**src/rtl/rspt_pkg.sv**
```systemverilog
`timescale 1ns / 1ps
// Package for the range sign product tree: sizes, sign codes, queue item type,
// engine states and the sign product function. No dependencies.
package rspt_pkg;

    localparam int LEAVES  = 1024;
    localparam int LVL     = $clog2(LEAVES);
    localparam int SPAN    = 1 << LVL;
    localparam int NODES   = 2 * SPAN;
    localparam int NODE_W  = LVL + 1;
    localparam int LOHI_W  = LVL + 2;
    localparam int POS_W   = 11;
    localparam int VAL_W   = 32;
    localparam int Q_DEPTH = 4;
    localparam int QA_W    = $clog2(Q_DEPTH);
    localparam int QC_W    = $clog2(Q_DEPTH + 1);

    typedef logic signed [1:0] t_sign;

    localparam t_sign SIGN_POS  = 2'sb01;
    localparam t_sign SIGN_ZERO = 2'sb00;
    localparam t_sign SIGN_NEG  = 2'sb11;

    localparam logic REQ_CHANGE = 1'b0;
    localparam logic REQ_QUERY  = 1'b1;

    // For a change, lo carries the leaf node; for a query, [lo, hi) is the
    // half-open node range on the leaf row.
    typedef struct packed {
        logic              kind;
        logic [LOHI_W-1:0] lo;
        logic [LOHI_W-1:0] hi;
        t_sign             sgn;
    } t_item;

    typedef enum logic [2:0] {
        ST_CLEAR,
        ST_IDLE,
        ST_C_WR,
        ST_C_CALC,
        ST_Q_CHK,
        ST_Q_LO,
        ST_Q_HI,
        ST_Q_OUT
    } t_state;

    function automatic t_sign sign_mul(input t_sign a, input t_sign b);
        t_sign r;
        if (a == SIGN_ZERO || b == SIGN_ZERO) begin
            r = SIGN_ZERO;
        end else if (a == b) begin
            r = SIGN_POS;
        end else begin
            r = SIGN_NEG;
        end
        return r;
    endfunction

endpackage

```
**src/rtl/rspt_queue.sv**
```systemverilog
`timescale 1ns / 1ps
// Short FIFO of classified requests between the front end and the tree engine.
// Depends on rspt_pkg.
module rspt_queue (
    input  logic            i_clk,
    input  logic            i_rst_n,
    input  logic            i_push,
    input  rspt_pkg::t_item i_item,
    output logic            o_ready,
    output logic            o_valid,
    output rspt_pkg::t_item o_item,
    input  logic            i_pop
);
    import rspt_pkg::*;

    t_item            r_mem [Q_DEPTH];
    logic [QA_W-1:0]  r_wr_ptr;
    logic [QA_W-1:0]  r_rd_ptr;
    logic [QC_W-1:0]  r_count;
    logic [QA_W-1:0]  n_wr_ptr;
    logic [QA_W-1:0]  n_rd_ptr;
    logic [QC_W-1:0]  n_count;
    logic             do_push;
    logic             do_pop;

    assign o_ready = (r_count != QC_W'(Q_DEPTH));
    assign o_valid = (r_count != '0);
    assign o_item  = r_mem[r_rd_ptr];
    assign do_push = i_push && o_ready;
    assign do_pop  = i_pop && o_valid;

    always_comb begin
        n_wr_ptr = do_push ? r_wr_ptr + QA_W'(1) : r_wr_ptr;
        n_rd_ptr = do_pop ? r_rd_ptr + QA_W'(1) : r_rd_ptr;
        n_count  = r_count;
        if (do_push && !do_pop) begin
            n_count = r_count + QC_W'(1);
        end else if (do_pop && !do_push) begin
            n_count = r_count - QC_W'(1);
        end
    end

    always_ff @(posedge i_clk) begin
        if (!i_rst_n) begin
            r_wr_ptr <= '0;
            r_rd_ptr <= '0;
            r_count  <= '0;
        end else begin
            r_wr_ptr <= n_wr_ptr;
            r_rd_ptr <= n_rd_ptr;
            r_count  <= n_count;
        end
    end

    always_ff @(posedge i_clk) begin
        if (do_push) begin
            r_mem[r_wr_ptr] <= i_item;
        end
    end
endmodule

```
**config.mk**
```make
export PLATFORM = sky130hd
export DESIGN_NAME = rspt_queue
export DESIGN_NICKNAME = d
export VERILOG_FILES = /design/src/rtl/rspt_pkg.sv /design/src/rtl/rspt_queue.sv
export SDC_FILE = /design/constraint.sdc
export NUM_CORES = 1
export LEC_CHECK = 0
export BUFFER_PORTS_ARGS = -buffer_cell sky130_fd_sc_hd__buf_2
export CAP_MARGIN = 20
export CELL_PAD_IN_SITES_DETAIL_PLACEMENT = 0
export CELL_PAD_IN_SITES_GLOBAL_PLACEMENT = 1
export CORE_MARGIN = 2
export CORE_UTILIZATION = 50
export CTS_CLUSTER_DIAMETER = 120
export DETAILED_ROUTE_END_ITERATION = 8
export PLACE_DENSITY = 0.78
export SLEW_MARGIN = 15
export SYNTH_ARGS = -nofsm -noshare
export SYNTH_HDL_FRONTEND = slang
export SYNTH_SLANG_ARGS = --single-unit
```
**constraint.sdc**
```tcl
create_clock -name i_clk -period 5.7 [get_ports i_clk]
set_input_delay 1.425 -clock i_clk [delete_from_list [all_inputs] [get_ports i_clk]]
set_output_delay 1.425 -clock i_clk [all_outputs]
set_load 0.01 [all_outputs]
```
==> impl_metrics.json <==
{
  "status": "finished, final reports clean",
  "cp-start-kind": "register",
  "maxSlewHeadroom_pct": 37.7,
  "reg2reg_setup_slack_ns": 3.36,
  "num_io_pins": 60,
  "finalSetupTns_ns": 0,
  "fill_cells": 611,
  "totalWireLength_um": 7010,
  "cts-htree-levels": 4,
  "cp-endpoint": "o_item[25]",
  "synth_common_cells": "edfxtp_1 (108), mux4_2 (20), dfxtp_1 (9)",
  "hold_buffers": 0,
  "period_minus_slack_ns": 3.68,
  "min_path_type": "register to register",
  "timing.hold.ws_ns": 0.498,
  "post-cts-setup-buffer-count": 0,
  "antenna_found_initial": 0,
  "rows": 34,
  "max-clock-path-buffers": 2,
  "clock-sinks": 117,
  "io_buffers": 59,
  "synthArstFlopShare_pct": 0,
  "track_usage_pct": 16.1,
  "post-synth-top-count-cell": "edfxtp_1",
  "final_cell_area_mm2": 0.00539,
  "final_max_slew_viol_count": 0,
  "drt_pass1_iterations": 4,
  "cts.clk_slew.worst_paths_ns": 0.05,
  "antenna_left": 0,
  "synth_area_leaders": "edfxtp_1 (73%), mux4_2 (10%), mux4_1 (4.1%), dfxtp_1 (4.1%), ha_1 (1.4%)",
  "skew_ns": 0.00423,
  "yosysTopAreaCellShare_pct": 73.1,
  "die_h_um": 98.2,
  "synth_area_mm2": 0.00444,
  "path_depth": 2,
  "synth_flop_cell": "edfxtp_1",
  "syn_area_per_cell_um2": 23.5,
  "crit_required_ns": 4.28,
  "start_util_pct": 51.2,
  "timing.rr.start": "r_count[0]",
  "critPathTopFamily": "flip-flops",
  "dp_hpwl_um": 4450,
  "grt_pass1_vias": 2057,
  "maxCapViolations": 0,
  "regToRegEndpoint": "r_count[2]",
  "grt_setup_unrepaired": "false",
  "synth_edf_count": 108,
  "final-setup-viol-count": 0,
  "grt_max_degree": 28,
  "grt_pass1_wl_um": 11300,
  "cts_tree": "yes",
  "period_share_pct": 64.5,
  "tightest_slew_ns": 0.934,
  "cpPeakStageDelay_ns": 0.94,
  "viasPerCell": 5.24,
  "r2r_cells": 8,
  "grt_remaining_overflow": 0,
  "path_class": "register to output pin",
  "ys.warnings.count": 0,
  "ys_seq_area_share_pct": 77.1,
  "drc": 0,
  "cp.arrival_ns": 2.25,
  "core_mm2": 0.00868,
  "worst_ir_drop_vdd_mv": 0.202,
  "die_area_mm2": 0.00965,
  "synth_nets": 226,
  "n_antenna_cell": 0,
  "root_buffer": "clkbuf_8",
  "wire_per_inst_um": 18.2,
  "powerDensity_mw_per_mm2": 474,
  "area_growth_pct": 21.3,
  "drive_above_1_share_pct": 43.2,
  "cp_num_buf_inv": 1,
  "ys_ff_latch": 117,
  "synth_cell_type_count": 24,
  "cts_buffers": 17,
  "finalNetCount": 302,
  "p_leak_uw": 0.00187,
  "die_x_um": 98.2,
  "dpl_cell_area_mm2": 0.00484,
  "cts_resized": 0,
  "place_congestion": 0.773,
  "crit_path_cell_trace": "mux4_1, buf_2",
  "drt_iter0_drc": 56,
  "clk_latency_ns": 0.50,
  "slowest_stage": "dfxtp_2",
  "netlist_instances": 189,
  "fmax_mhz": 272,
  "vias": 2021,
  "crit_fanout": 27,
  "end_kind": "output pin",
  "synth_largest_area_cell": "edfxtp_1",
  "finalHoldViolations": 0
}
per-stage QoR:
stage	setup WS, ns	total power (uW)	std cells	utilization [%]
after floorplan	2.74	1490	189	-
after detailed placement	2.47	1640	354	55.8
after CTS	1.93	2590	386	62.1
after global placement	2.45	1630	354	55.8
after global routing	1.84	2680	386	62.1
final	2.02	2560	386	62.1
power breakdown:
part           switching [uW]  leakage (uW)  internal [uW]  total (uW)
Clock                     370      0.000253            577         947
Combinational             214      0.000556            260         474
Sequential               87.5       0.00106           1050        1130
Total                     671       0.00187           1880        2560
how the worst min path moves through the flow:
stage	from	endpoint	cells after the start
global route	r_wr_ptr[0]	r_wr_ptr[0]	2
CTS	r_wr_ptr[0]	r_wr_ptr[0]	2
floorplan	r_wr_ptr[1]	r_wr_ptr[1]	2
detailed placement	r_wr_ptr[0]	r_wr_ptr[0]	2
global placement	r_wr_ptr[0]	r_wr_ptr[0]	2
finish	r_wr_ptr[0]	r_wr_ptr[0]	2
worst min-delay path, cell delays in order (launching register included):
cell and delay, ns:
dfxtp_1 0.33, nand2_1 0.06, mux2i_1 0.05
layout make-up:
class | instances | area (um^2) | share of cell area [%]
Clock buffer | 17 | 414 | 7.69
Clock inverter | 15 | 134 | 2.49
Inverter | 3 | 11.3 | 0.209
Multi-Input combinational cell | 62 | 935 | 17.4
Sequential cell | 117 | 3420 | 63.6
Tap cell | 108 | 135 | 2.51
Timing Repair Buffer | 64 | 333 | 6.18
kinds of logic after synthesis:
kind of cell	share of synthesized area (%)
mux	15.0
xor+xnor	0.789
compound gates	1.38
buf+inv	1.83
flops	77.1
simple gates	2.06
fa+ha+maj	1.86
routing by layer:
layer | wire length (um) | vias to the layer above | part of all wire, % | global-route usage, %
met4 | 114 | 0 | 1.6 | 7.17
met1 | 2960 | 1017 | 42 | 20.4
met5 | 0 | - | 0 | 0
met3 | 327 | 14 | 4.7 | 5.23
met2 | 3610 | 49 | 51 | 25.6
li1 | - | 941 | - | -
sequential cells by signal, indices dropped and copies added, names as in the netlist, named ones only:
| register | count |
|---|---|
| r_mem | 108 |
| r_count | 3 |
| r_rd_ptr | 2 |
| r_wr_ptr | 2 |
layout by cell type, fill, tap and decap left out, drive strengths merged:
master / instances
fa: 1
a21boi: 2
inv: 5
nand2: 5
o311ai: 1
xnor2: 3
nor2b: 1
clkinv: 6
dfxtp: 9
or3: 2
clkinvlp: 6
mux4: 27
bufinv: 1
xor2: 1
ha: 5
and2: 8
mux2i: 3
o21ai: 1
edfxtp: 108
nor2: 1
clkbuf: 17
o31ai: 1
buf: 64
Note: power is estimated with default switching activity, not from simulation.
