**src/rtl/rspt_pkg.sv**
```systemverilog
`timescale 1ns / 1ps
// Package for the range sign product tree: sizes, sign codes, queue item type,
// engine states and the sign product function. No dependencies.
package rspt_pkg;

    localparam int LEAVES  = 1024;
    localparam int LVL     = $clog2(LEAVES);
    localparam int SPAN    = 1 << LVL;
    localparam int NODES   = 2 * SPAN;
    localparam int NODE_W  = LVL + 1;
    localparam int LOHI_W  = LVL + 2;
    localparam int POS_W   = 11;
    localparam int VAL_W   = 32;
    localparam int Q_DEPTH = 4;
    localparam int QA_W    = $clog2(Q_DEPTH);
    localparam int QC_W    = $clog2(Q_DEPTH + 1);

    typedef logic signed [1:0] t_sign;

    localparam t_sign SIGN_POS  = 2'sb01;
    localparam t_sign SIGN_ZERO = 2'sb00;
    localparam t_sign SIGN_NEG  = 2'sb11;

    localparam logic REQ_CHANGE = 1'b0;
    localparam logic REQ_QUERY  = 1'b1;

    // For a change, lo carries the leaf node; for a query, [lo, hi) is the
    // half-open node range on the leaf row.
    typedef struct packed {
        logic              kind;
        logic [LOHI_W-1:0] lo;
        logic [LOHI_W-1:0] hi;
        t_sign             sgn;
    } t_item;

    typedef enum logic [2:0] {
        ST_CLEAR,
        ST_IDLE,
        ST_C_WR,
        ST_C_CALC,
        ST_Q_CHK,
        ST_Q_LO,
        ST_Q_HI,
        ST_Q_OUT
    } t_state;

    function automatic t_sign sign_mul(input t_sign a, input t_sign b);
        t_sign r;
        if (a == SIGN_ZERO || b == SIGN_ZERO) begin
            r = SIGN_ZERO;
        end else if (a == b) begin
            r = SIGN_POS;
        end else begin
            r = SIGN_NEG;
        end
        return r;
    endfunction

endpackage

```
**src/rtl/rspt_if.sv**
```systemverilog
`timescale 1ns / 1ps
// Request and result channel interfaces of the range sign product tree.
// Depends on rspt_pkg.
interface rspt_req_if;
    import rspt_pkg::*;
    logic                    valid;
    logic                    ready;
    logic                    req_type;
    logic [POS_W-1:0]        position;
    logic signed [VAL_W-1:0] value;
    logic [POS_W-1:0]        range_left;
    logic [POS_W-1:0]        range_right;

    modport source(output valid, req_type, position, value, range_left, range_right,
                   input ready);
    modport sink(input valid, req_type, position, value, range_left, range_right,
                 output ready);
endinterface


```
**src/rtl/rspt_front.sv**
```systemverilog
`timescale 1ns / 1ps
// Front end: takes requests, reduces values to signs, clips query ranges and
// maps positions to tree nodes. Drops out-of-range changes. Depends on rspt_pkg.
module rspt_front (
    rspt_req_if.sink        i_req,
    input  logic            i_clearing,
    input  logic            i_q_ready,
    output logic            o_push,
    output rspt_pkg::t_item o_item
);
    import rspt_pkg::*;

    localparam logic [POS_W-1:0]  LAST_POS = POS_W'(LEAVES);
    localparam logic [LOHI_W-1:0] SPAN_N   = LOHI_W'(SPAN);

    logic [POS_W-1:0] left_c;
    logic [POS_W-1:0] right_c;
    logic             pos_ok;
    t_sign            sgn;

    assign i_req.ready = !i_clearing && i_q_ready;

    always_comb begin
        left_c  = (i_req.range_left == '0) ? POS_W'(1) : i_req.range_left;
        right_c = (i_req.range_right > LAST_POS) ? LAST_POS : i_req.range_right;
        pos_ok  = (i_req.position != '0) && (i_req.position <= LAST_POS);

        if (i_req.value == '0) begin
            sgn = SIGN_ZERO;
        end else if (i_req.value[VAL_W-1]) begin
            sgn = SIGN_NEG;
        end else begin
            sgn = SIGN_POS;
        end

        o_item.kind = i_req.req_type;
        o_item.sgn  = sgn;
        if (i_req.req_type == REQ_CHANGE) begin
            o_item.lo = SPAN_N + LOHI_W'(i_req.position) - LOHI_W'(1);
            o_item.hi = SPAN_N;
        end else if (left_c > right_c) begin
            // An empty range leaves nothing to walk and yields +1.
            o_item.lo = SPAN_N;
            o_item.hi = SPAN_N;
        end else begin
            o_item.lo = SPAN_N + LOHI_W'(left_c) - LOHI_W'(1);
            o_item.hi = SPAN_N + LOHI_W'(right_c);
        end

        o_push = i_req.valid && i_req.ready && (i_req.req_type == REQ_QUERY || pos_ok);
    end
endmodule

```
**src/flat_wrapper.sv**
```systemverilog
// flat-port wrapper written by rule: the top's interface ports become plain ports
module rspt_front_flat import rspt_pkg::*;
  (i_clearing, i_q_ready, o_push, o_item, i_req_valid, i_req_req_type, i_req_position, i_req_value, i_req_range_left, i_req_range_right, i_req_ready);
  rspt_req_if i_req_i ();
  input  logic i_clearing;
  input  logic i_q_ready;
  output logic o_push;
  output rspt_pkg::t_item o_item;
  input wire logic [$bits(i_req_i.valid)-1:0] i_req_valid;
  input wire logic [$bits(i_req_i.req_type)-1:0] i_req_req_type;
  input wire logic [$bits(i_req_i.position)-1:0] i_req_position;
  input wire logic [$bits(i_req_i.value)-1:0] i_req_value;
  input wire logic [$bits(i_req_i.range_left)-1:0] i_req_range_left;
  input wire logic [$bits(i_req_i.range_right)-1:0] i_req_range_right;
  output wire logic [$bits(i_req_i.ready)-1:0] i_req_ready;
  assign i_req_i.valid = i_req_valid;
  assign i_req_i.req_type = i_req_req_type;
  assign i_req_i.position = i_req_position;
  assign i_req_i.value = i_req_value;
  assign i_req_i.range_left = i_req_range_left;
  assign i_req_i.range_right = i_req_range_right;
  assign i_req_ready = i_req_i.ready;
  rspt_front u_core (.i_req(i_req_i), .i_clearing(i_clearing), .i_q_ready(i_q_ready), .o_push(o_push), .o_item(o_item));
endmodule
```
**config.mk**
```make
export PLATFORM = sky130hd
export DESIGN_NAME = rspt_front_flat
export DESIGN_NICKNAME = d
export VERILOG_FILES = /design/src/rtl/rspt_pkg.sv /design/src/rtl/rspt_if.sv /design/src/rtl/rspt_front.sv /design/src/flat_wrapper.sv
export SDC_FILE = /design/constraint.sdc
export NUM_CORES = 1
export LEC_CHECK = 0
export BUFFER_PORTS_ARGS = -buffer_cell sky130_fd_sc_hd__buf_2
export CAP_MARGIN = 10
export CORE_ASPECT_RATIO = 0.6
export CORE_MARGIN = 10
export CORE_UTILIZATION = 42
export DETAILED_ROUTE_END_ITERATION = 10
export PLACE_DENSITY = 0.95
export SETUP_SLACK_MARGIN = 0.02
export SLEW_MARGIN = 25
export SYNTH_ARGS = -nofsm -noshare
export SYNTH_HDL_FRONTEND = slang
export SYNTH_SLANG_ARGS = --single-unit
```
**constraint.sdc**
```tcl
create_clock -name vclk -period 5.3
set_clock_uncertainty 0.2 [all_clocks]
set_input_delay 0.53 -clock vclk [all_inputs]
set_output_delay 0.53 -clock vclk [all_outputs]
set_load 0.03 [all_outputs]
```
==> impl_metrics.env, run 1 <==
export IMPL_status="finished, final reports clean"
export IMPL_place_congestion=0.884
export IMPL_seq_cell_count=0
export IMPL_rsz0062_at_grt="no"
export IMPL_start_util=0.455
export IMPL_grt_pass1_wl_mm=6.42
export IMPL_synth_distinct_cells=36
export IMPL_synth_fp_nets=238
export IMPL_cts_setup_buffers=0
export IMPL_rows=13
export IMPL_drt_iter0_drc=111
export IMPL_multiInputGateArea_um2=933
export IMPL_area_growth_pct=46.4
export IMPL_syn_inst=156
export IMPL_post_route_util=0.666
export IMPL_grt_usage=0.150
export IMPL_drtAntennaViolNets=0
export IMPL_max_freq_ghz=0.244
export IMPL_via_count=1443
export IMPL_critPathCaptureType="primary output"
export IMPL_synth_top_area_frac=0.160
export IMPL_ctsHoldBuffers=0
export IMPL_finalMaxSlewViolations=0
export IMPL_start_kind="input pin"
export IMPL_ir_drop_mv=0.0713
export IMPL_avgSynthCellArea_um2=6.50
export IMPL_ys_warn_count=0
export IMPL_finalWirelength_mm=4.19
export IMPL_hold_violations=0
export IMPL_die_area_um2=4840
export IMPL_io_buffers=98
export IMPL_fin_crit_sh=0.774
export IMPL_worst_path_max_fanout=13
export IMPL_cap_violations=0
export IMPL_coreArea_um2=2230
export IMPL_grt_pass1_vias=1400
export IMPL_worst_pin_slew_ns=0.780
export IMPL_setup_violations=0
export IMPL_nClkBuffers=0
export IMPL_firstDrtPassIters=4
export IMPL_viasPerCell=5.36
export IMPL_leakagePower_nw=0.749
export IMPL_critPathArrivalTime_ns=3.37
export IMPL_grt_max_degree=20
export IMPL_die_h_um=58.1
export IMPL_num_io_pins=98
export IMPL_seq_area_um2=0
export IMPL_fin_crit_ns=4.10
export IMPL_wl_per_cell_um=15.6
export IMPL_final_layout_size_suffix_gt1_frac=0.439
export IMPL_relSlewSlack=0.477
export IMPL_powerDensity_nw_per_um2=104
export IMPL_tns_ns=0
export IMPL_drc_errors=0
export IMPL_antenna_found_initial=0
export IMPL_synth_area_leaders="ha_1, nor4_1, xnor2_1, xor2_1, nand2_1"
export IMPL_hpwl_mm=3.79
export IMPL_die_x_um=83.4
export IMPL_hold_class="in2out"
export IMPL_cts_resized=0
export IMPL_synth_area_leader_cell="ha_1"
export IMPL_crit_required_ns=4.57
export IMPL_num_fill_cells=208
export IMPL_synthesis_area_um2=1010
export IMPL_final_nets=323
export IMPL_diodes=0
export IMPL_gr_total_overflow=0
export IMPL_yosysSeqAreaShare=0
export IMPL_critPathKind="in2out"
-- cell usage in the layout (no fill, tap or decap) --
master    netlist  layout
buf_2           2      98
nand2_1        18      18
ha_1           13      13
nor4_1         12      12
nor2_1         12      12
o22ai_1         9       9
a21oi_1         8       8
xnor2_1         8       8
xor2_1          8       8
and3_1          7       7
inv_1           6       6
or3_1           5       5
nand4_1         4       4
nor3_1          4       4
nor2b_1         3       3
or4_1           2       2
a211oi_1        2       2
nand3_1         2       2
o31a_1          2       2
nor3b_1         2       2
or2_2           1       1
nor3_2          1       1
nor4_2          1       1
o21ai_0         1       1
a211oi_2        1       1
o211ai_1        1       1
o31ai_2         0       1
nor4_4          1       1
nand2_2         1       1
nand3b_1        1       1
a22o_1          1       1
a31oi_1         1       1
and3b_1         1       1
a32o_1          1       1
-- metal layers --
layer	track usage	wire length, um
met5	0	0
met1	0.204	1870
met4	0.00238	0
met2	0.255	2010
met3	0.0251	310
-- critical path, cell delays in order --
cell and delay [ns]:
buf_2 0.13, or4_1 0.53, nor3_2 0.29, a21oi_1 0.19, ha_1 0.24, nor2b_1 0.09
o21ai_0 0.08, a211oi_1 0.37, o31a_1 0.53, o22ai_1 0.18, buf_2 0.20
-- cell usage after synthesis, drive strengths merged --
cell,instances
nor2b,3
nor4,14
o22ai,9
o31ai,1
nor3b,2
inv,6
a211oi,3
nor2,12
nand3,2
ha,13
or4,2
or3,5
nand2,19
o31a,2
nor3,5
nand3b,1
o21ai,1
xor2,8
and3b,1
a32o,1
a31oi,1
or2,1
a22o,1
clkbuf,12
buf,3
and3,7
o211ai,1
nand4,4
a21oi,8
xnor2,8
-- power breakdown --
group	total (mW)	switching [mW]	internal [mW]
sequential	0	0	0
combinational	0.154	0.0966	0.0570
clock	0	0	0
total	0.154	0.0966	0.0570
-- metrics by stage --
| step | worst slack [ns] | total power, mW | hold WS (ns) | instance area [um2] | cells |
|---|---|---|---|---|---|
| 2_1_floorplan | 1.50 | 0.0933 | 0.974 | 1010 | 156 |
| 3_3_place_gp | 1.41 | 0.150 | 1.14 | 1480 | 269 |
| 3_5_place_dp | 1.22 | 0.153 | 1.14 | 1480 | 269 |
| 4_1_cts | 1.22 | 0.154 | 1.14 | 1480 | 269 |
| 5_1_grt | 0.974 | 0.168 | 1.14 | 1480 | 269 |
| 6_report | 1.20 | 0.154 | 1.14 | 1480 | 269 |
-- final timing paths --
check / to / startpoint / cells past startpoint / slack [ns]
worst max-delay path: o_item[16] / i_req_range_left[7] / 11 / 1.20
worst min-delay path: o_item[1] / i_req_value[31] / 2 / 1.14
-- cell type report --
type               count  share of cell area
inverters              6              0.0152
well taps             30              0.0253
repair buffers        98               0.331
multi-input cells    135               0.629
-- cells by family after synthesis --
| group | after synthesis | share of synthesized area |
|---|---|---|
| AND/OR/NAND/NOR | 78 | 0.433 |
| buffers and inverters | 21 | 0.0839 |
| AO/OA/AOI/OAI | 28 | 0.184 |
| adder cells (fa/ha/maj) | 13 | 0.160 |
| XOR/XNOR | 16 | 0.138 |
(Power assumes the default switching activity.)
==> inputs of run 2 (changes only) <==
--- a/config.mk
+++ b/config.mk
@@ -9,9 +9,9 @@
 export CAP_MARGIN = 10
 export CORE_ASPECT_RATIO = 0.6
 export CORE_MARGIN = 10
-export CORE_UTILIZATION = 42
+export CORE_UTILIZATION = 39
 export DETAILED_ROUTE_END_ITERATION = 10
-export PLACE_DENSITY = 0.95
+export PLACE_DENSITY = 0.91
 export SETUP_SLACK_MARGIN = 0.02
 export SLEW_MARGIN = 25
 export SYNTH_ARGS = -nofsm -noshare
==> constraint.sdc (replaced) <==
create_clock -name vclk -period 3.9
set_clock_uncertainty 0.2 [all_clocks]
set_input_delay 0.39 -clock vclk [all_inputs]
set_output_delay 0.39 -clock vclk [all_outputs]
set_load 0.03 [all_outputs]
==> impl_metrics.env, run 2 (same netlist as run 1, synthesis figures left out) <==
export IMPL_status="finished, final reports clean"
export IMPL_grt_max_degree=20
export IMPL_hold_violations=0
export IMPL_coreArea_um2=2490
export IMPL_hpwl_mm=3.96
export IMPL_final_cell_mix="buf_2, nand2_1, ha_1, nor4_1, nor2_1"
export IMPL_cap_violations=0
export IMPL_viasPerCell=5.29
export IMPL_die_area_um2=5100
export IMPL_max_freq_ghz=0.275
export IMPL_finalMaxSlewViolations=0
export IMPL_fin_crit_sh=0.933
export IMPL_cts_setup_buffers=0
export IMPL_cts_resized=0
export IMPL_grt_pass1_vias=1472
export IMPL_final_common_cell="buf_2"
export IMPL_drc_errors=0
export IMPL_min_from="i_req_value[31]"
export IMPL_num_fill_cells=246
export IMPL_area_growth_pct=48.4
export IMPL_finalWirelength_mm=4.38
export IMPL_worst_path_max_fanout=13
export IMPL_die_h_um=59.5
export IMPL_multiInputGateArea_um2=928
export IMPL_drt_iter0_drc=64
export IMPL_num_io_pins=98
export IMPL_gr_total_overflow=0
export IMPL_final_nets=326
export IMPL_io_buffers=98
export IMPL_hold_path_depth=2
export IMPL_seq_area_um2=0
export IMPL_relSlewSlack=0.634
export IMPL_powerDensity_nw_per_um2=142
export IMPL_rows=14
export IMPL_drtAntennaViolNets=0
export IMPL_rsz0062_at_grt="no"
export IMPL_nClkBuffers=0
export IMPL_fin_crit_ns=3.64
export IMPL_diodes=0
export IMPL_fin_cells=274
export IMPL_critPathCaptureType="primary output"
export IMPL_leakagePower_nw=0.762
export IMPL_grt_pass1_wl_mm=6.65
export IMPL_dp_cells=274
export IMPL_critPathArrivalTime_ns=3.05
export IMPL_wl_per_cell_um=16.0
export IMPL_critPathKind="in2out"
export IMPL_ctsHoldBuffers=0
export IMPL_firstDrtPassIters=4
export IMPL_start_util=0.407
export IMPL_final_layout_size_suffix_gt1_frac=0.442
export IMPL_grt_usage=0.150
export IMPL_tns_ns=0
export IMPL_place_congestion=0.896
export IMPL_ir_drop_mv=0.0743
export IMPL_setup_violations=0
export IMPL_die_x_um=85.8
export IMPL_via_count=1449
export IMPL_antenna_found_initial=0
export IMPL_start_kind="input pin"
export IMPL_seq_cell_count=0
export IMPL_hold_class="in2out"
export IMPL_worst_pin_slew_ns=0.549
export IMPL_min_to="o_item[1]"
export IMPL_crit_required_ns=3.31
## run 2: how the worst max path moves through the flow
| stage | startpoint | endpoint |
|---|---|---|
| after detailed placement | i_req_range_left[7] | o_item[19] |
| final | i_req_range_left[7] | o_item[19] |
| after global placement | i_req_range_left[7] | o_item[23] |
| after global routing | i_req_range_left[7] | o_item[18] |
| after CTS | i_req_range_left[7] | o_item[19] |
| after floorplan | i_req_range_left[7] | o_item[8] |
## run 2: through the flow
step,instance area (um2),setup WS [ns],utilization,power (mW),hold slack (ns)
5_1_grt,1500,0.0613,0.605,0.232,0.860
6_report,1500,0.262,0.605,0.213,0.851
3_5_place_dp,1500,0.277,0.605,0.213,0.853
4_1_cts,1500,0.268,0.605,0.214,0.854
2_1_floorplan,1010,0.381,-,0.127,0.694
3_3_place_gp,1500,0.413,0.605,0.208,0.852
## run 2: area by class of cell
cell class         instances  share of cell area
well taps                 32              0.0266
repair buffers           101               0.341
inverters                  6              0.0150
multi-input cells        135               0.617
## run 2: where the power goes
part / leakage (nW) / internal [mW] / switching, mW / total (mW)
Combinational: 0.762 / 0.0808 / 0.132 / 0.213
Sequential: 0 / 0 / 0 / 0
Clock: 0 / 0 / 0 / 0
Total: 0.762 / 0.0808 / 0.132 / 0.213
## run 2: routing by layer
metal | track usage | vias to the layer above | wire length, um
met2 | 0.252 | 55 | 2040
met5 | 0 | - | 0
met4 | 0.00234 | 0 | 0
met1 | 0.200 | 647 | 2010
met3 | 0.0343 | 0 | 325
li1 | - | 747 | -
## run 2: worst max-delay path, stage by stage
cell and delay, ns:
buf_2 0.13, or4_1 0.57, nor3_2 0.17, a21oi_1 0.14, ha_1 0.23, nor2b_1 0.10, o21ai_0 0.08, a211oi_1 0.30
o31a_1 0.54, o22ai_1 0.18, buf_2 0.20
